===== config.mk =====
export PLATFORM = sky130hd
export DESIGN_NAME = yaw_pitch_camera_view_update_core
export DESIGN_NICKNAME = d
export VERILOG_FILES = /design/src/sv/ypcam_pkg.sv /design/src/sv/ypcam_front.sv /design/src/sv/ypcam_cordic.sv /design/src/sv/ypcam_back.sv /design/src/sv/yaw_pitch_camera_view_update_core.sv
export VERILOG_INCLUDE_DIRS = /design/src /design/src/sv
export SDC_FILE = /design/constraint.sdc
export NUM_CORES = 2
export LEC_CHECK = 0
export BUFFER_PORTS_ARGS = -buffer_cell sky130_fd_sc_hd__clkbuf_2
export CAP_MARGIN = 20
export CORE_ASPECT_RATIO = 2
export CORE_UTILIZATION = 45
export DETAILED_ROUTE_END_ITERATION = 8
export PLACE_DENSITY = 0.67
export SLEW_MARGIN = 20
export SYNTH_ARGS = -nofsm -noshare
export SYNTH_HDL_FRONTEND = slang
export SYNTH_SLANG_ARGS = --single-unit

===== constraint.sdc =====
create_clock -name clk -period 17.5 [get_ports clk]
set_input_delay 2.625 -clock clk [delete_from_list [all_inputs] [get_ports clk]]
set_output_delay 2.625 -clock clk [all_outputs]
set_load 0.03 [all_outputs]

===== src/sv/yaw_pitch_camera_view_update_core_defines.svh =====
// ----------------------------------------------------------------------------
// Camera view update assertion macros
// Shared concurrent property wrappers for the camera core modules.
// ----------------------------------------------------------------------------
`ifndef YAW_PITCH_CAMERA_VIEW_UPDATE_CORE_DEFINES_SVH
`define YAW_PITCH_CAMERA_VIEW_UPDATE_CORE_DEFINES_SVH

`ifndef ASSERT_OFF
// same-cycle implication, sampled on clk, off while rst_n is low
`define YPCAM_ASSERT_IMP(lbl, ante, cons, msg) \
    lbl: assert property (@(posedge clk) disable iff (!rst_n) (ante) |-> (cons)) \
        else $error(msg);
// next-cycle implication
`define YPCAM_ASSERT_NXT(lbl, ante, cons, msg) \
    lbl: assert property (@(posedge clk) disable iff (!rst_n) (ante) |=> (cons)) \
        else $error(msg);
`else
`define YPCAM_ASSERT_IMP(lbl, ante, cons, msg)
`define YPCAM_ASSERT_NXT(lbl, ante, cons, msg)
`endif

`endif


===== src/sv/ypcam_pkg.sv =====
// ----------------------------------------------------------------------------
// Camera view update package
// Types, codes and fixed-point constants shared by the camera core.
// ----------------------------------------------------------------------------
`default_nettype none

package ypcam_pkg;

    localparam int ANG_W      = 25;
    localparam int VEC_W      = 16;
    localparam int CFG_IDX_W  = 3;
    localparam int ATAN_IDX_W = 5;
    localparam int MUL_A_W    = 17;
    localparam int MUL_B_W    = 34;
    localparam int MUL_P_W    = MUL_A_W + MUL_B_W;

    typedef logic signed [ANG_W-1:0] angle_t;
    typedef logic signed [VEC_W-1:0] vec_t;

    // angles in Q9.16 degrees
    localparam angle_t ANG_89  = 25'sd5832704;
    localparam angle_t ANG_90  = 25'sd5898240;
    localparam angle_t ANG_180 = 25'sd11796480;
    localparam logic signed [31:0] WRAP_MOD = 32'sd23592960;

    localparam vec_t ONE_Q14 = 16'sd16384;

    // operation codes
    localparam logic [1:0] OP_LOOK  = 2'd0;
    localparam logic [1:0] OP_MOVE  = 2'd1;
    localparam logic [1:0] OP_PLACE = 2'd2;

    // move directions
    localparam logic [2:0] DIR_FWD   = 3'd0;
    localparam logic [2:0] DIR_BACK  = 3'd1;
    localparam logic [2:0] DIR_LEFT  = 3'd2;
    localparam logic [2:0] DIR_RIGHT = 3'd3;

    // configuration register indexes
    localparam logic [CFG_IDX_W-1:0] REG_SPEED = 3'd0;
    localparam logic [CFG_IDX_W-1:0] REG_SENS  = 3'd1;
    localparam logic [CFG_IDX_W-1:0] REG_OFF_X = 3'd2;
    localparam logic [CFG_IDX_W-1:0] REG_OFF_Y = 3'd3;
    localparam logic [CFG_IDX_W-1:0] REG_OFF_Z = 3'd4;

    typedef enum logic [1:0] {
        KIND_NOP,
        KIND_LOOK,
        KIND_MOVE,
        KIND_PLACE
    } kind_t;

    typedef struct packed {
        kind_t              kind;
        logic signed [15:0] dx;
        logic signed [15:0] dy;
        logic               use_right;
        logic               negate;
        logic [15:0]        dt;
        logic signed [31:0] px;
        logic signed [31:0] py;
        logic signed [31:0] pz;
    } req_t;

    typedef struct packed {
        logic [15:0]        speed;
        logic [15:0]        sens;
        logic signed [31:0] off_x;
        logic signed [31:0] off_y;
        logic signed [31:0] off_z;
    } cfg_t;

    // arctangent of 2^-i in Q.16 degrees
    function automatic logic [21:0] atan_deg(input logic [ATAN_IDX_W-1:0] idx);
        case (idx)
            5'd0:    return 22'd2949120;
            5'd1:    return 22'd1740967;
            5'd2:    return 22'd919879;
            5'd3:    return 22'd466945;
            5'd4:    return 22'd234379;
            5'd5:    return 22'd117304;
            5'd6:    return 22'd58666;
            5'd7:    return 22'd29335;
            5'd8:    return 22'd14668;
            5'd9:    return 22'd7334;
            5'd10:   return 22'd3667;
            5'd11:   return 22'd1833;
            5'd12:   return 22'd917;
            5'd13:   return 22'd458;
            5'd14:   return 22'd229;
            5'd15:   return 22'd115;
            5'd16:   return 22'd57;
            5'd17:   return 22'd29;
            5'd18:   return 22'd14;
            5'd19:   return 22'd7;
            5'd20:   return 22'd4;
            5'd21:   return 22'd2;
            5'd22:   return 22'd1;
            default: return 22'd0;
        endcase
    endfunction

endpackage

`default_nettype wire


===== src/sv/ypcam_front.sv =====
// ----------------------------------------------------------------------------
// Camera request front end
// Accepts input items, decodes them into requests and queues up to two of them.
// ----------------------------------------------------------------------------
`default_nettype none

module ypcam_front import ypcam_pkg::*;
(
    input  wire logic               clk,
    input  wire logic               rst_n,
    input  wire logic               in_valid,
    output logic                    in_ready,
    input  wire logic [1:0]         operation,
    input  wire logic signed [15:0] mouse_dx,
    input  wire logic signed [15:0] mouse_dy,
    input  wire logic [2:0]         move_dir,
    input  wire logic [15:0]        delta_time,
    input  wire logic signed [31:0] place_x,
    input  wire logic signed [31:0] place_y,
    input  wire logic signed [31:0] place_z,
    output logic                    req_valid,
    input  wire logic               req_ready,
    output req_t                    req
);

    localparam int QDEPTH = 2;
    localparam int QCW    = $clog2(QDEPTH + 1);

    req_t             q_reg [QDEPTH];
    logic             wr_ptr_reg, wr_ptr_next;
    logic             rd_ptr_reg, rd_ptr_next;
    logic [QCW-1:0]   count_reg, count_next;
    req_t             cls;
    logic             push, pop;

    // decode; unknown operations and directions become no-ops
    always_comb
    begin
        cls           = '0;
        cls.kind      = KIND_NOP;
        cls.dx        = mouse_dx;
        cls.dy        = mouse_dy;
        cls.dt        = delta_time;
        cls.px        = place_x;
        cls.py        = place_y;
        cls.pz        = place_z;
        case (operation)
            OP_LOOK:  cls.kind = KIND_LOOK;
            OP_PLACE: cls.kind = KIND_PLACE;
            OP_MOVE:
            begin
                case (move_dir)
                    DIR_FWD:
                    begin
                        cls.kind = KIND_MOVE;
                    end
                    DIR_BACK:
                    begin
                        cls.kind   = KIND_MOVE;
                        cls.negate = 1'b1;
                    end
                    DIR_LEFT:
                    begin
                        cls.kind      = KIND_MOVE;
                        cls.use_right = 1'b1;
                        cls.negate    = 1'b1;
                    end
                    DIR_RIGHT:
                    begin
                        cls.kind      = KIND_MOVE;
                        cls.use_right = 1'b1;
                    end
                    default: cls.kind = KIND_NOP;
                endcase
            end
            default: cls.kind = KIND_NOP;
        endcase
    end

    assign in_ready  = (count_reg != QCW'(QDEPTH));
    assign req_valid = (count_reg != '0);
    assign req       = q_reg[rd_ptr_reg];
    assign push      = in_valid && in_ready;
    assign pop       = req_valid && req_ready;

    always_comb
    begin
        wr_ptr_next = push ? ~wr_ptr_reg : wr_ptr_reg;
        rd_ptr_next = pop ? ~rd_ptr_reg : rd_ptr_reg;
        count_next  = count_reg;
        if (push && !pop)
        begin
            count_next = count_reg + QCW'(1);
        end
        else if (pop && !push)
        begin
            count_next = count_reg - QCW'(1);
        end
    end

    always_ff @(posedge clk or negedge rst_n)
    begin
        if (!rst_n)
        begin
            wr_ptr_reg <= 1'b0;
            rd_ptr_reg <= 1'b0;
            count_reg  <= '0;
        end
        else
        begin
            wr_ptr_reg <= wr_ptr_next;
            rd_ptr_reg <= rd_ptr_next;
            count_reg  <= count_next;
        end
    end

    always_ff @(posedge clk)
    begin
        if (push)
        begin
            q_reg[wr_ptr_reg] <= cls;
        end
    end

endmodule

`default_nettype wire


===== src/sv/ypcam_cordic.sv =====
// ----------------------------------------------------------------------------
// Camera sine/cosine unit
// Rotation-mode CORDIC, one iteration per cycle, Q2.14 results.
// ----------------------------------------------------------------------------
`default_nettype none

module ypcam_cordic import ypcam_pkg::*;
#(
    parameter int TRIG_STEPS = 16
)
(
    input  wire logic   clk,
    input  wire logic   rst_n,
    input  wire logic   start,
    input  wire angle_t angle,
    output logic        done,
    output vec_t        sin_q,
    output vec_t        cos_q
);

    localparam int XW = 34;
    localparam int ZW = 27;
    localparam int IW = $clog2(TRIG_STEPS);
    localparam logic signed [XW-1:0] X0     = 34'sd652032874;
    localparam logic signed [XW-1:0] RND    = 34'sd32768;
    localparam logic signed [XW-1:0] LIM_HI = 34'sd16384;
    localparam logic signed [XW-1:0] LIM_LO = -34'sd16384;

    logic signed [XW-1:0] x_reg, x_next;
    logic signed [XW-1:0] y_reg, y_next;
    logic signed [ZW-1:0] z_reg, z_next;
    logic                 neg_reg, neg_next;
    logic [IW-1:0]        it_reg, it_next;
    logic                 run_reg, run_next;
    logic                 done_reg, done_next;

    logic signed [XW-1:0] x_sh, y_sh, xf, yf, xr, yr;
    logic signed [ZW-1:0] at_s;

    assign x_sh = x_reg >>> it_reg;
    assign y_sh = y_reg >>> it_reg;
    assign at_s = $signed(ZW'(atan_deg(ATAN_IDX_W'(it_reg))));

    always_comb
    begin
        x_next    = x_reg;
        y_next    = y_reg;
        z_next    = z_reg;
        neg_next  = neg_reg;
        it_next   = it_reg;
        run_next  = run_reg;
        done_next = 1'b0;
        if (start)
        begin
            x_next   = X0;
            y_next   = '0;
            it_next  = '0;
            run_next = 1'b1;
            neg_next = 1'b0;
            z_next   = ZW'(angle);
            // fold into -90..90, flip the signs at the end
            if (angle > ANG_90)
            begin
                z_next   = ZW'(angle) - ZW'(ANG_180);
                neg_next = 1'b1;
            end
            else if (angle < -ANG_90)
            begin
                z_next   = ZW'(angle) + ZW'(ANG_180);
                neg_next = 1'b1;
            end
        end
        else if (run_reg)
        begin
            if (z_reg >= 0)
            begin
                x_next = x_reg - y_sh;
                y_next = y_reg + x_sh;
                z_next = z_reg - at_s;
            end
            else
            begin
                x_next = x_reg + y_sh;
                y_next = y_reg - x_sh;
                z_next = z_reg + at_s;
            end
            it_next = it_reg + IW'(1);
            if (it_reg == IW'(TRIG_STEPS - 1))
            begin
                run_next  = 1'b0;
                done_next = 1'b1;
            end
        end
    end

    always_ff @(posedge clk or negedge rst_n)
    begin
        if (!rst_n)
        begin
            run_reg  <= 1'b0;
            done_reg <= 1'b0;
            it_reg   <= '0;
        end
        else
        begin
            run_reg  <= run_next;
            done_reg <= done_next;
            it_reg   <= it_next;
        end
    end

    always_ff @(posedge clk)
    begin
        x_reg   <= x_next;
        y_reg   <= y_next;
        z_reg   <= z_next;
        neg_reg <= neg_next;
    end

    // round half up to Q2.14 and clamp to +-1
    always_comb
    begin
        xf = neg_reg ? -x_reg : x_reg;
        yf = neg_reg ? -y_reg : y_reg;
        xr = (xf + RND) >>> 16;
        yr = (yf + RND) >>> 16;
        if (xr > LIM_HI)
        begin
            xr = LIM_HI;
        end
        else if (xr < LIM_LO)
        begin
            xr = LIM_LO;
        end
        if (yr > LIM_HI)
        begin
            yr = LIM_HI;
        end
        else if (yr < LIM_LO)
        begin
            yr = LIM_LO;
        end
    end

    assign done  = done_reg;
    assign cos_q = VEC_W'(xr);
    assign sin_q = VEC_W'(yr);

endmodule

`default_nettype wire


===== src/sv/ypcam_back.sv =====
// ----------------------------------------------------------------------------
// Camera request engine
// Sequences look, move, place and no-op requests and emits the three view rows.
// ----------------------------------------------------------------------------
`default_nettype none
`include "yaw_pitch_camera_view_update_core_defines.svh"

module ypcam_back import ypcam_pkg::*;
#(
    parameter int POS_WIDTH  = 32,
    parameter int TRIG_STEPS = 16
)
(
    input  wire logic         clk,
    input  wire logic         rst_n,
    input  wire cfg_t         cfg,
    input  wire logic         req_valid,
    output logic              req_ready,
    input  wire req_t         req,
    output logic              out_valid,
    input  wire logic         out_ready,
    output logic [1:0]        row_index,
    output vec_t              row_x,
    output vec_t              row_y,
    output vec_t              row_z,
    output logic signed [31:0] row_translation,
    output logic              last_row
);

    localparam int EW  = ((POS_WIDTH > 32) ? POS_WIDTH : 32) + 1;
    localparam int SW  = EW + 1;
    localparam int ACW = EW + 18;

    localparam logic signed [SW-1:0] PMAX =
        {{(SW - POS_WIDTH + 1){1'b0}}, {(POS_WIDTH - 1){1'b1}}};
    localparam logic signed [SW-1:0] PMIN = ~PMAX;
    localparam logic signed [ACW-1:0] TMAX = {{(ACW - 31){1'b0}}, {31{1'b1}}};
    localparam logic signed [ACW-1:0] TMIN = ~TMAX;

    typedef logic signed [POS_WIDTH-1:0] pos_t;

    typedef enum logic [7:0] {
        ST_IDLE = 8'b0000_0001,
        ST_LOOK = 8'b0000_0010,
        ST_WRAP = 8'b0000_0100,
        ST_TRIG = 8'b0000_1000,
        ST_PROD = 8'b0001_0000,
        ST_MOVE = 8'b0010_0000,
        ST_ROW  = 8'b0100_0000,
        ST_EMIT = 8'b1000_0000
    } state_t;

    function automatic vec_t sel3(input vec_t a, input vec_t b, input vec_t c,
                                  input logic [1:0] i);
        case (i)
            2'd0:    return a;
            2'd1:    return b;
            2'd2:    return c;
            default: return '0;
        endcase
    endfunction

    function automatic pos_t sat_pos(input logic signed [SW-1:0] v);
        logic signed [SW-1:0] r;
        r = v;
        if (v > PMAX)
        begin
            r = PMAX;
        end
        else if (v < PMIN)
        begin
            r = PMIN;
        end
        return POS_WIDTH'(r);
    endfunction

    state_t               state_reg, state_next;
    logic [2:0]           cnt_reg, cnt_next;
    logic [1:0]           row_reg, row_next;
    req_t                 cur_reg, cur_next;
    angle_t               yaw_reg, yaw_next;
    angle_t               pitch_reg, pitch_next;
    logic signed [31:0]   wrap_reg, wrap_next;
    vec_t                 front_reg [3];
    vec_t                 front_next [3];
    vec_t                 right_reg [3];
    vec_t                 right_next [3];
    vec_t                 up_reg [3];
    vec_t                 up_next [3];
    pos_t                 pos_reg [3];
    pos_t                 pos_next [3];
    logic signed [MUL_P_W-1:0] prod_reg;
    logic [31:0]          vel_reg, vel_next;
    vec_t                 sy_reg, sy_next, cy_reg, cy_next;
    vec_t                 sp_reg, sp_next, cp_reg, cp_next;
    logic                 trig_sel_reg, trig_sel_next;
    logic                 trig_busy_reg, trig_busy_next;
    logic signed [ACW-1:0] acc_reg, acc_next;

    logic                 out_valid_reg, out_valid_next;
    logic [1:0]           row_index_reg;
    vec_t                 row_x_reg, row_y_reg, row_z_reg;
    logic signed [31:0]   row_trans_reg;
    logic                 last_row_reg;
    logic                 out_load;

    logic signed [MUL_A_W-1:0] mul_a;
    logic signed [MUL_B_W-1:0] mul_b;
    logic signed [MUL_P_W-1:0] mul_p;

    logic                 trig_start, trig_done;
    angle_t               trig_angle;
    vec_t                 trig_sin, trig_cos;

    vec_t                 rv0, rv1, rv2, rv_k, mv_k;
    logic [1:0]           row_k, mv_idx, pos_idx;
    pos_t                 pos_k;
    logic signed [31:0]   off_k;
    logic signed [EW-1:0] eye_k;
    logic signed [MUL_P_W-1:0] look_d, m14, mv_d;
    logic signed [31:0]   wrap_step, wrap_mod_k, pit_sum;
    logic signed [SW-1:0] pos_sum;
    logic signed [ACW-1:0] dot, ndot, trans;

    ypcam_cordic #(
        .TRIG_STEPS (TRIG_STEPS)
    ) u_cordic (
        .clk   (clk),
        .rst_n (rst_n),
        .start (trig_start),
        .angle (trig_angle),
        .done  (trig_done),
        .sin_q (trig_sin),
        .cos_q (trig_cos)
    );

    // row vectors: right, up, negated front
    always_comb
    begin
        case (row_reg)
            2'd0:
            begin
                rv0 = right_reg[0];
                rv1 = right_reg[1];
                rv2 = right_reg[2];
            end
            2'd1:
            begin
                rv0 = up_reg[0];
                rv1 = up_reg[1];
                rv2 = up_reg[2];
            end
            2'd2:
            begin
                rv0 = -front_reg[0];
                rv1 = -front_reg[1];
                rv2 = -front_reg[2];
            end
            default:
            begin
                rv0 = '0;
                rv1 = '0;
                rv2 = '0;
            end
        endcase
    end

    assign row_k  = cnt_reg[2:1];
    assign rv_k   = sel3(rv0, rv1, rv2, row_k);
    assign mv_idx = 2'(cnt_reg - 3'd2);
    assign mv_k   = cur_reg.use_right ?
                    sel3(right_reg[0], right_reg[1], right_reg[2], mv_idx) :
                    sel3(front_reg[0], front_reg[1], front_reg[2], mv_idx);

    // position and offset component: row pass walks k, move pass walks cnt-3
    assign pos_idx = (state_reg == ST_MOVE) ? 2'(cnt_reg - 3'd3) : row_k;

    always_comb
    begin
        case (pos_idx)
            2'd0:
            begin
                pos_k = pos_reg[0];
                off_k = cfg.off_x;
            end
            2'd1:
            begin
                pos_k = pos_reg[1];
                off_k = cfg.off_y;
            end
            2'd2:
            begin
                pos_k = pos_reg[2];
                off_k = cfg.off_z;
            end
            default:
            begin
                pos_k = '0;
                off_k = '0;
            end
        endcase
    end

    assign eye_k = EW'(pos_k) + EW'(off_k);

    // shared multiplier operands
    always_comb
    begin
        mul_a = '0;
        mul_b = '0;
        case (state_reg)
            ST_LOOK:
            begin
                mul_a = (cnt_reg == 3'd0) ? MUL_A_W'(cur_reg.dx) : MUL_A_W'(cur_reg.dy);
                mul_b = {18'b0, cfg.sens};
            end
            ST_PROD:
            begin
                mul_a = cnt_reg[0] ? MUL_A_W'(sy_reg) : MUL_A_W'(cy_reg);
                mul_b = cnt_reg[1] ? MUL_B_W'(sp_reg) : MUL_B_W'(cp_reg);
            end
            ST_MOVE:
            begin
                if (cnt_reg == 3'd0)
                begin
                    mul_a = {1'b0, cfg.speed};
                    mul_b = {18'b0, cur_reg.dt};
                end
                else
                begin
                    mul_a = MUL_A_W'(mv_k);
                    mul_b = {2'b0, vel_reg};
                end
            end
            ST_ROW:
            begin
                if (cnt_reg != 3'd6)
                begin
                    mul_a = MUL_A_W'(rv_k);
                    mul_b = cnt_reg[0] ? {18'b0, eye_k[15:0]} :
                                         MUL_B_W'($signed(eye_k[EW-1:16]));
                end
            end
            default:
            begin
                mul_a = '0;
                mul_b = '0;
            end
        endcase
    end

    assign mul_p  = mul_a * mul_b;
    assign look_d = (prod_reg + MUL_P_W'(8)) >>> 4;
    assign m14    = (prod_reg + MUL_P_W'(8192)) >>> 14;
    assign mv_d   = (prod_reg + MUL_P_W'(2097152)) >>> 22;

    assign wrap_mod_k = WRAP_MOD <<< (3'd5 - cnt_reg);
    assign wrap_step  = (cnt_reg == 3'd0) ?
                        ((wrap_reg < 0) ? wrap_reg + (WRAP_MOD <<< 4) : wrap_reg) :
                        ((wrap_reg >= wrap_mod_k) ? wrap_reg - wrap_mod_k : wrap_reg);
    assign pit_sum    = 32'(pitch_reg) + 32'(look_d);
    assign pos_sum    = cur_reg.negate ? SW'(pos_k) - SW'(mv_d) : SW'(pos_k) + SW'(mv_d);

    assign dot   = (acc_reg + ACW'(8192)) >>> 14;
    assign ndot  = -dot;
    assign trans = (ndot > TMAX) ? TMAX : ((ndot < TMIN) ? TMIN : ndot);

    assign trig_start = (state_reg == ST_TRIG) && !trig_busy_reg;
    assign trig_angle = trig_sel_reg ? pitch_reg : yaw_reg;
    assign req_ready  = (state_reg == ST_IDLE);
    assign out_load   = (state_reg == ST_EMIT) && (!out_valid_reg || out_ready);

    always_comb
    begin
        state_next     = state_reg;
        cnt_next       = cnt_reg + 3'd1;
        row_next       = row_reg;
        cur_next       = cur_reg;
        yaw_next       = yaw_reg;
        pitch_next     = pitch_reg;
        wrap_next      = wrap_reg;
        front_next     = front_reg;
        right_next     = right_reg;
        up_next        = up_reg;
        pos_next       = pos_reg;
        vel_next       = vel_reg;
        sy_next        = sy_reg;
        cy_next        = cy_reg;
        sp_next        = sp_reg;
        cp_next        = cp_reg;
        trig_sel_next  = trig_sel_reg;
        trig_busy_next = trig_busy_reg;
        acc_next       = acc_reg;
        out_valid_next = out_valid_reg;
        if (out_valid_reg && out_ready)
        begin
            out_valid_next = 1'b0;
        end

        case (state_reg)
            ST_IDLE:
            begin
                cnt_next = 3'd0;
                row_next = 2'd0;
                if (req_valid)
                begin
                    cur_next = req;
                    case (req.kind)
                        KIND_LOOK: state_next = ST_LOOK;
                        KIND_MOVE: state_next = ST_MOVE;
                        KIND_PLACE:
                        begin
                            pos_next[0]   = sat_pos(SW'(req.px));
                            pos_next[1]   = sat_pos(SW'(req.py));
                            pos_next[2]   = sat_pos(SW'(req.pz));
                            yaw_next      = -ANG_90;
                            pitch_next    = '0;
                            front_next[0] = '0;
                            front_next[1] = '0;
                            front_next[2] = -ONE_Q14;
                            right_next[0] = ONE_Q14;
                            right_next[1] = '0;
                            right_next[2] = '0;
                            up_next[0]    = '0;
                            up_next[1]    = ONE_Q14;
                            up_next[2]    = '0;
                            state_next    = ST_ROW;
                        end
                        default: state_next = ST_ROW;
                    endcase
                end
            end
            ST_LOOK:
            begin
                if (cnt_reg == 3'd1)
                begin
                    wrap_next = 32'(yaw_reg) + 32'(look_d) + 32'(ANG_180);
                end
                else if (cnt_reg == 3'd2)
                begin
                    if (pit_sum > 32'(ANG_89))
                    begin
                        pitch_next = ANG_89;
                    end
                    else if (pit_sum < -32'(ANG_89))
                    begin
                        pitch_next = -ANG_89;
                    end
                    else
                    begin
                        pitch_next = ANG_W'(pit_sum);
                    end
                    cnt_next   = 3'd0;
                    state_next = ST_WRAP;
                end
            end
            ST_WRAP:
            begin
                // fold negative, then strip 16x..1x of 360 degrees
                wrap_next = wrap_step;
                if (cnt_reg == 3'd5)
                begin
                    yaw_next       = ANG_W'(wrap_step - 32'(ANG_180));
                    trig_sel_next  = 1'b0;
                    trig_busy_next = 1'b0;
                    state_next     = ST_TRIG;
                end
            end
            ST_TRIG:
            begin
                cnt_next = 3'd0;
                if (!trig_busy_reg)
                begin
                    trig_busy_next = 1'b1;
                end
                else if (trig_done)
                begin
                    trig_busy_next = 1'b0;
                    if (!trig_sel_reg)
                    begin
                        sy_next       = trig_sin;
                        cy_next       = trig_cos;
                        trig_sel_next = 1'b1;
                    end
                    else
                    begin
                        sp_next    = trig_sin;
                        cp_next    = trig_cos;
                        state_next = ST_PROD;
                    end
                end
            end
            ST_PROD:
            begin
                case (cnt_reg)
                    3'd1: front_next[0] = VEC_W'(m14);
                    3'd2: front_next[2] = VEC_W'(m14);
                    3'd3: up_next[0]    = -VEC_W'(m14);
                    3'd4:
                    begin
                        up_next[2]    = -VEC_W'(m14);
                        up_next[1]    = cp_reg;
                        front_next[1] = sp_reg;
                        right_next[0] = -sy_reg;
                        right_next[1] = '0;
                        right_next[2] = cy_reg;
                        cnt_next      = 3'd0;
                        row_next      = 2'd0;
                        state_next    = ST_ROW;
                    end
                    default: ;
                endcase
            end
            ST_MOVE:
            begin
                if (cnt_reg == 3'd1)
                begin
                    vel_next = prod_reg[31:0];
                end
                if (cnt_reg >= 3'd3)
                begin
                    pos_next[pos_idx] = sat_pos(pos_sum);
                end
                if (cnt_reg == 3'd5)
                begin
                    cnt_next   = 3'd0;
                    row_next   = 2'd0;
                    state_next = ST_ROW;
                end
            end
            ST_ROW:
            begin
                // odd step consumes an integer-part product
                if (cnt_reg == 3'd0)
                begin
                    acc_next = '0;
                end
                else if (cnt_reg[0])
                begin
                    acc_next = acc_reg + (ACW'(prod_reg) <<< 16);
                end
                else
                begin
                    acc_next = acc_reg + ACW'(prod_reg);
                end
                if (cnt_reg == 3'd6)
                begin
                    state_next = ST_EMIT;
                end
            end
            ST_EMIT:
            begin
                cnt_next = 3'd0;
                if (out_load)
                begin
                    out_valid_next = 1'b1;
                    if (row_reg == 2'd2)
                    begin
                        state_next = ST_IDLE;
                    end
                    else
                    begin
                        row_next   = row_reg + 2'd1;
                        state_next = ST_ROW;
                    end
                end
            end
            default: state_next = ST_IDLE;
        endcase
    end

    always_ff @(posedge clk or negedge rst_n)
    begin
        if (!rst_n)
        begin
            state_reg     <= ST_IDLE;
            cnt_reg       <= '0;
            row_reg       <= '0;
            yaw_reg       <= -ANG_90;
            pitch_reg     <= '0;
            front_reg[0]  <= '0;
            front_reg[1]  <= '0;
            front_reg[2]  <= -ONE_Q14;
            right_reg[0]  <= ONE_Q14;
            right_reg[1]  <= '0;
            right_reg[2]  <= '0;
            up_reg[0]     <= '0;
            up_reg[1]     <= ONE_Q14;
            up_reg[2]     <= '0;
            pos_reg[0]    <= '0;
            pos_reg[1]    <= '0;
            pos_reg[2]    <= '0;
            trig_sel_reg  <= 1'b0;
            trig_busy_reg <= 1'b0;
            out_valid_reg <= 1'b0;
        end
        else
        begin
            state_reg     <= state_next;
            cnt_reg       <= cnt_next;
            row_reg       <= row_next;
            yaw_reg       <= yaw_next;
            pitch_reg     <= pitch_next;
            front_reg     <= front_next;
            right_reg     <= right_next;
            up_reg        <= up_next;
            pos_reg       <= pos_next;
            trig_sel_reg  <= trig_sel_next;
            trig_busy_reg <= trig_busy_next;
            out_valid_reg <= out_valid_next;
        end
    end

    always_ff @(posedge clk)
    begin
        cur_reg  <= cur_next;
        wrap_reg <= wrap_next;
        prod_reg <= mul_p;
        vel_reg  <= vel_next;
        sy_reg   <= sy_next;
        cy_reg   <= cy_next;
        sp_reg   <= sp_next;
        cp_reg   <= cp_next;
        acc_reg  <= acc_next;
        if (out_load)
        begin
            row_index_reg <= row_reg;
            row_x_reg     <= rv0;
            row_y_reg     <= rv1;
            row_z_reg     <= rv2;
            row_trans_reg <= 32'(trans);
            last_row_reg  <= (row_reg == 2'd2);
        end
    end

    assign out_valid       = out_valid_reg;
    assign row_index       = row_index_reg;
    assign row_x           = row_x_reg;
    assign row_y           = row_y_reg;
    assign row_z           = row_z_reg;
    assign row_translation = row_trans_reg;
    assign last_row        = last_row_reg;

    `YPCAM_ASSERT_IMP(a_pitch_range, 1'b1, (pitch_reg <= ANG_89) && (pitch_reg >= -ANG_89), "pitch outside +-89 degrees")
    `YPCAM_ASSERT_IMP(a_yaw_range, 1'b1, (yaw_reg >= -ANG_180) && (yaw_reg < ANG_180), "yaw outside -180..180")
    `YPCAM_ASSERT_IMP(a_trig_done, trig_done, (state_reg == ST_TRIG) && trig_busy_reg, "trig result with no request waiting")
    `YPCAM_ASSERT_NXT(a_last_row_idle, out_load && (row_reg == 2'd2), state_reg == ST_IDLE, "engine not idle after third row")

endmodule

`default_nettype wire


===== src/sv/yaw_pitch_camera_view_update_core.sv =====
// ----------------------------------------------------------------------------
// Yaw/pitch camera view update core
// First-person camera pose with look, move and place requests and lookAt rows.
// ----------------------------------------------------------------------------
// Each accepted request yields three rows (right, up, negated front) of the
// view matrix, each with the saturated translation -dot(row, position + offset).
// Requests are decoded into a two-deep queue, so input keeps flowing while the
// engine works; the engine runs one request at a time on one shared 17x34
// multiplier and one CORDIC unit with one iteration per cycle. Any request
// can be held up by a wait on out_ready. Configuration writes are always taken
// and should land only while idle.
`default_nettype none

module yaw_pitch_camera_view_update_core import ypcam_pkg::*;
#(
    parameter int POS_WIDTH  = 32,
    parameter int TRIG_STEPS = 16
)
(
    input  wire logic                 clk,
    input  wire logic                 rst_n,
    input  wire logic                 cfg_valid,
    output logic                      cfg_ready,
    input  wire logic [CFG_IDX_W-1:0] cfg_index,
    input  wire logic [31:0]          cfg_data,
    input  wire logic                 in_valid,
    output logic                      in_ready,
    input  wire logic [1:0]           operation,
    input  wire logic signed [15:0]   mouse_dx,
    input  wire logic signed [15:0]   mouse_dy,
    input  wire logic [2:0]           move_dir,
    input  wire logic [15:0]          delta_time,
    input  wire logic signed [31:0]   place_x,
    input  wire logic signed [31:0]   place_y,
    input  wire logic signed [31:0]   place_z,
    output logic                      out_valid,
    input  wire logic                 out_ready,
    output logic [1:0]                row_index,
    output logic signed [15:0]        row_x,
    output logic signed [15:0]        row_y,
    output logic signed [15:0]        row_z,
    output logic signed [31:0]        row_translation,
    output logic                      last_row
);

    cfg_t cfg_reg, cfg_next;
    logic req_valid, req_ready;
    req_t req;

    assign cfg_ready = 1'b1;

    always_comb
    begin
        cfg_next = cfg_reg;
        if (cfg_valid)
        begin
            case (cfg_index)
                REG_SPEED: cfg_next.speed = cfg_data[15:0];
                REG_SENS:  cfg_next.sens  = cfg_data[15:0];
                REG_OFF_X: cfg_next.off_x = cfg_data;
                REG_OFF_Y: cfg_next.off_y = cfg_data;
                REG_OFF_Z: cfg_next.off_z = cfg_data;
                default: ;
            endcase
        end
    end

    always_ff @(posedge clk or negedge rst_n)
    begin
        if (!rst_n)
        begin
            cfg_reg.speed <= 16'd640;
            cfg_reg.sens  <= 16'd6554;
            cfg_reg.off_x <= '0;
            cfg_reg.off_y <= '0;
            cfg_reg.off_z <= '0;
        end
        else
        begin
            cfg_reg <= cfg_next;
        end
    end

    ypcam_front u_front (
        .clk        (clk),
        .rst_n      (rst_n),
        .in_valid   (in_valid),
        .in_ready   (in_ready),
        .operation  (operation),
        .mouse_dx   (mouse_dx),
        .mouse_dy   (mouse_dy),
        .move_dir   (move_dir),
        .delta_time (delta_time),
        .place_x    (place_x),
        .place_y    (place_y),
        .place_z    (place_z),
        .req_valid  (req_valid),
        .req_ready  (req_ready),
        .req        (req)
    );

    ypcam_back #(
        .POS_WIDTH  (POS_WIDTH),
        .TRIG_STEPS (TRIG_STEPS)
    ) u_back (
        .clk             (clk),
        .rst_n           (rst_n),
        .cfg             (cfg_reg),
        .req_valid       (req_valid),
        .req_ready       (req_ready),
        .req             (req),
        .out_valid       (out_valid),
        .out_ready       (out_ready),
        .row_index       (row_index),
        .row_x           (row_x),
        .row_y           (row_y),
        .row_z           (row_z),
        .row_translation (row_translation),
        .last_row        (last_row)
    );

endmodule

`default_nettype wire


==> impl_metrics.json <==
{
  "status": "complete, but fails checks",
  "violations": "design-rule violations",
  "synth_top_family_by_area": "adder cells",
  "layout_setup_ws_ps": 2380,
  "fin_crit_ps": 15120,
  "root_buffer": "clkbuf_16",
  "initial_core_util_pct": 45.4,
  "use_met3_pct": 7.86,
  "hold_viol": 0,
  "crit_slowest_cell": "a2111oi_4",
  "synth_top_area_share_pct": 19.9,
  "rr_worst_depth": 46,
  "drt_wl_total_um": 405000,
  "hold_ws_ps": 475,
  "use_met1_pct": 34.3,
  "grt_busiest_layer": "met2",
  "synth-adder-area-share_pct": 18.0,
  "finalCritPeriodShare_pct": 86.4,
  "irDropWorstVdd_mv": 0.299,
  "layout_commonest_cell": "nor2_1",
  "hpwl_um": 316000,
  "p_leak_nw": 44.8,
  "synth_enable_flop_cells": 636,
  "vias": 81500,
  "cts_inserted_buffers": 113,
  "core_area_mm2": 0.212,
  "synthSimpleGateAreaFrac_pct": 14.1,
  "met2_usage_pct": 64.6,
  "synthArstFlopShare_pct": 36.2,
  "max_stage_delay_ps": 980,
  "synth-compound-area-share_pct": 15.0,
  "synthFlopType": "edfxtp_1",
  "post_synth.cell_area_avg_um2": 9.50,
  "io_buffers": 273,
  "cts_setup_buffers": 0,
  "ys_ff_latch": 1183,
  "syn_nets": 11400,
  "stdcell_count": 13100,
  "synth.distinct_cells": 105,
  "drt_iter0_markers": 6710,
  "crit_required_ps": 18190,
  "place.gp.congestion": 1.03,
  "p_per_area_mw_per_mm2": 206,
  "synth_area_leaders": "edfxtp_1 20%, fa_1 11%, dfrtp_1 11%",
  "dp.cells": 12800,
  "rsz0062_at_grt": "no",
  "grt_pass1_vias": 83900,
  "die_y_um": 656,
  "largest_register_ffs": 296,
  "die_w_um": 329,
  "timing.clock.skew_ps": 92.6,
  "final_max_slew_viol_count": 0,
  "io_pins": 275,
  "dieArea_mm2": 0.216,
  "clock-sinks": 1183,
  "grt_max_degree": 149,
  "wl_per_cell_um": 31.0,
  "yosysSeqAreaShare_pct": 33.5,
  "post_drt_via_cell_ratio": 6.23,
  "min_delay_path_depth": 1,
  "syn_to_final_growth_pct": 9.13,
  "cp_max_fo": 40,
  "fmax_mhz": 66.1,
  "critical_path_class": "register to register",
  "slew_headroom_pct": 14.5,
  "nets": 11400,
  "synth_top_area_cell": "edfxtp_1",
  "hold_buffers": 0,
  "drc": 36,
  "grt_pass1_wl_um": 575000,
  "path_clk_slew_ps": 70,
  "setup_violations": 0,
  "ys_warn_count": 0,
  "cts.path.max_buffers": 3,
  "hp-class": "register to register",
  "ctsResizeCount": 0,
  "antenna_found_initial": 44,
  "final_cell_mix": "983 x nor2_1, 937 x nand2_1, 791 x inv_1, 636 x edfxtp_1, 599 x a21oi_1",
  "rows": 239,
  "num-fill-cells": 19700,
  "cp_common_cell": "fa_1",
  "cts_tree": "built",
  "worst_setup_path_start_kind": "register",
  "grt.total_usage_pct": 37.2,
  "tightestPinTransition_ps": 1280,
  "htreeDepth": 3,
  "clk_latency_ps": 830,
  "synthMuxAreaShare_pct": 7.73,
  "worstPathArrival_ps": 15810,
  "pre_cts_slack_ps": 2700,
  "dr.pass1.iters": 9,
  "tns_ps": 0,
  "netlist_area_mm2": 0.0962,
  "overflow": 0,
  "maxCapViolCount": 0,
  "netlist_instances": 10100,
  "cp-end-kind": "register",
  "ant_nets": 0,
  "drive_above_1_share_pct": 10.9,
  "synth-xor-area-share_pct": 6.44
}
## path summary, 6_finish.rpt
path / startpoint / end / slack [ps]
max: u_back.cnt_reg[0] / u_back.prod_reg[45] / 2380
max in group asynchronous: rst_n / u_back.u_cordic.it_reg[0] / 13180
max reg2reg: u_back.cnt_reg[0] / u_back.prod_reg[45] / 2380
min: u_back.wrap_reg[2] / u_back.yaw_reg[2] / 470
min in group asynchronous: rst_n / u_back.front_reg[21] / 1860
min reg2reg: u_back.wrap_reg[2] / u_back.yaw_reg[2] / 470
## power by group
group          switching, mW  total [mW]  internal [mW]
clock                   1.26        2.76           1.50
sequential             0.850        4.58           3.73
combinational           9.40        14.3           4.92
## cells by family (layout without fill, tap and decap cells)
logic type	Yosys count	in the layout
adders and majority gates	1058	1058
buffers and inverters	1301	1466
other	1	35
AOI/OAI and AO/OA	2262	2262
DFF	1183	1183
and+or+nand+nor	2986	2986
xor gates and xnor gates	706	706
muxes	625	625
## critical path: cells and delay by family (launching register included)
| family | cells | cell delay, ps |
|---|---|---|
| AO/OA/AOI/OAI | 22 | 6780 |
| adder cells (fa/ha/maj) | 9 | 4450 |
| AND/OR/NAND/NOR | 6 | 1460 |
| buffers and inverters | 6 | 920 |
| flip-flops | 1 | 870 |
| XOR/XNOR | 2 | 270 |
| multiplexers | 1 | 150 |
## synthesized netlist by cell type, types with 83 or more instances
master       n
mux2i_1    328
xor2_1     253
a31oi_1     89
dfrtp_1    409
clkbuf_1   401
nand2_1    939
dfxtp_1    119
nor3_1     222
edfxtp_1   636
ha_1       503
a22o_1      92
a21o_1     171
nor2_1    1002
o21ai_0    589
xnor2_1    452
fa_1       548
nand2b_1   104
inv_1      794
a21oi_1    603
nand3_1    178
mux2_2     225
nor2b_1     83
## per-layer routing
metal / part of all wire [%] / routed length, µm / up-vias
met5: 0.025 / 101 / -
met4: 13 / 52600 / 14
met3: 6.5 / 26400 / 1682
met2: 50 / 203000 / 3741
met1: 30 / 124000 / 40300
li1: - / - / 35700
## area by class of cell
class	instances	area [µm²]	share of cell area, %
Clock inverter	78	1060	1.01
Clock buffer	135	2980	2.84
Inverter	798	3000	2.85
Multi-Input combinational cell	7638	59400	56.6
Tap cell	2771	3470	3.30
Sequential cell	1183	32200	30.7
Timing Repair Buffer	455	2770	2.64
Antenna cell	34	85.1	0.0811
## stage by stage
| step | cell area (µm²) | power, mW | utilization (%) |
|---|---|---|---|
| CTS | 105000 | 21.3 | 49.4 |
| global route | 105000 | 22.8 | 49.5 |
| floorplan | 96200 | 13.8 | - |
| global placement | 101000 | 18.3 | 47.5 |
| detailed placement | 101000 | 18.5 | 47.5 |
| finish | 105000 | 21.7 | 49.5 |
Power figures use the tool's default switching activity.
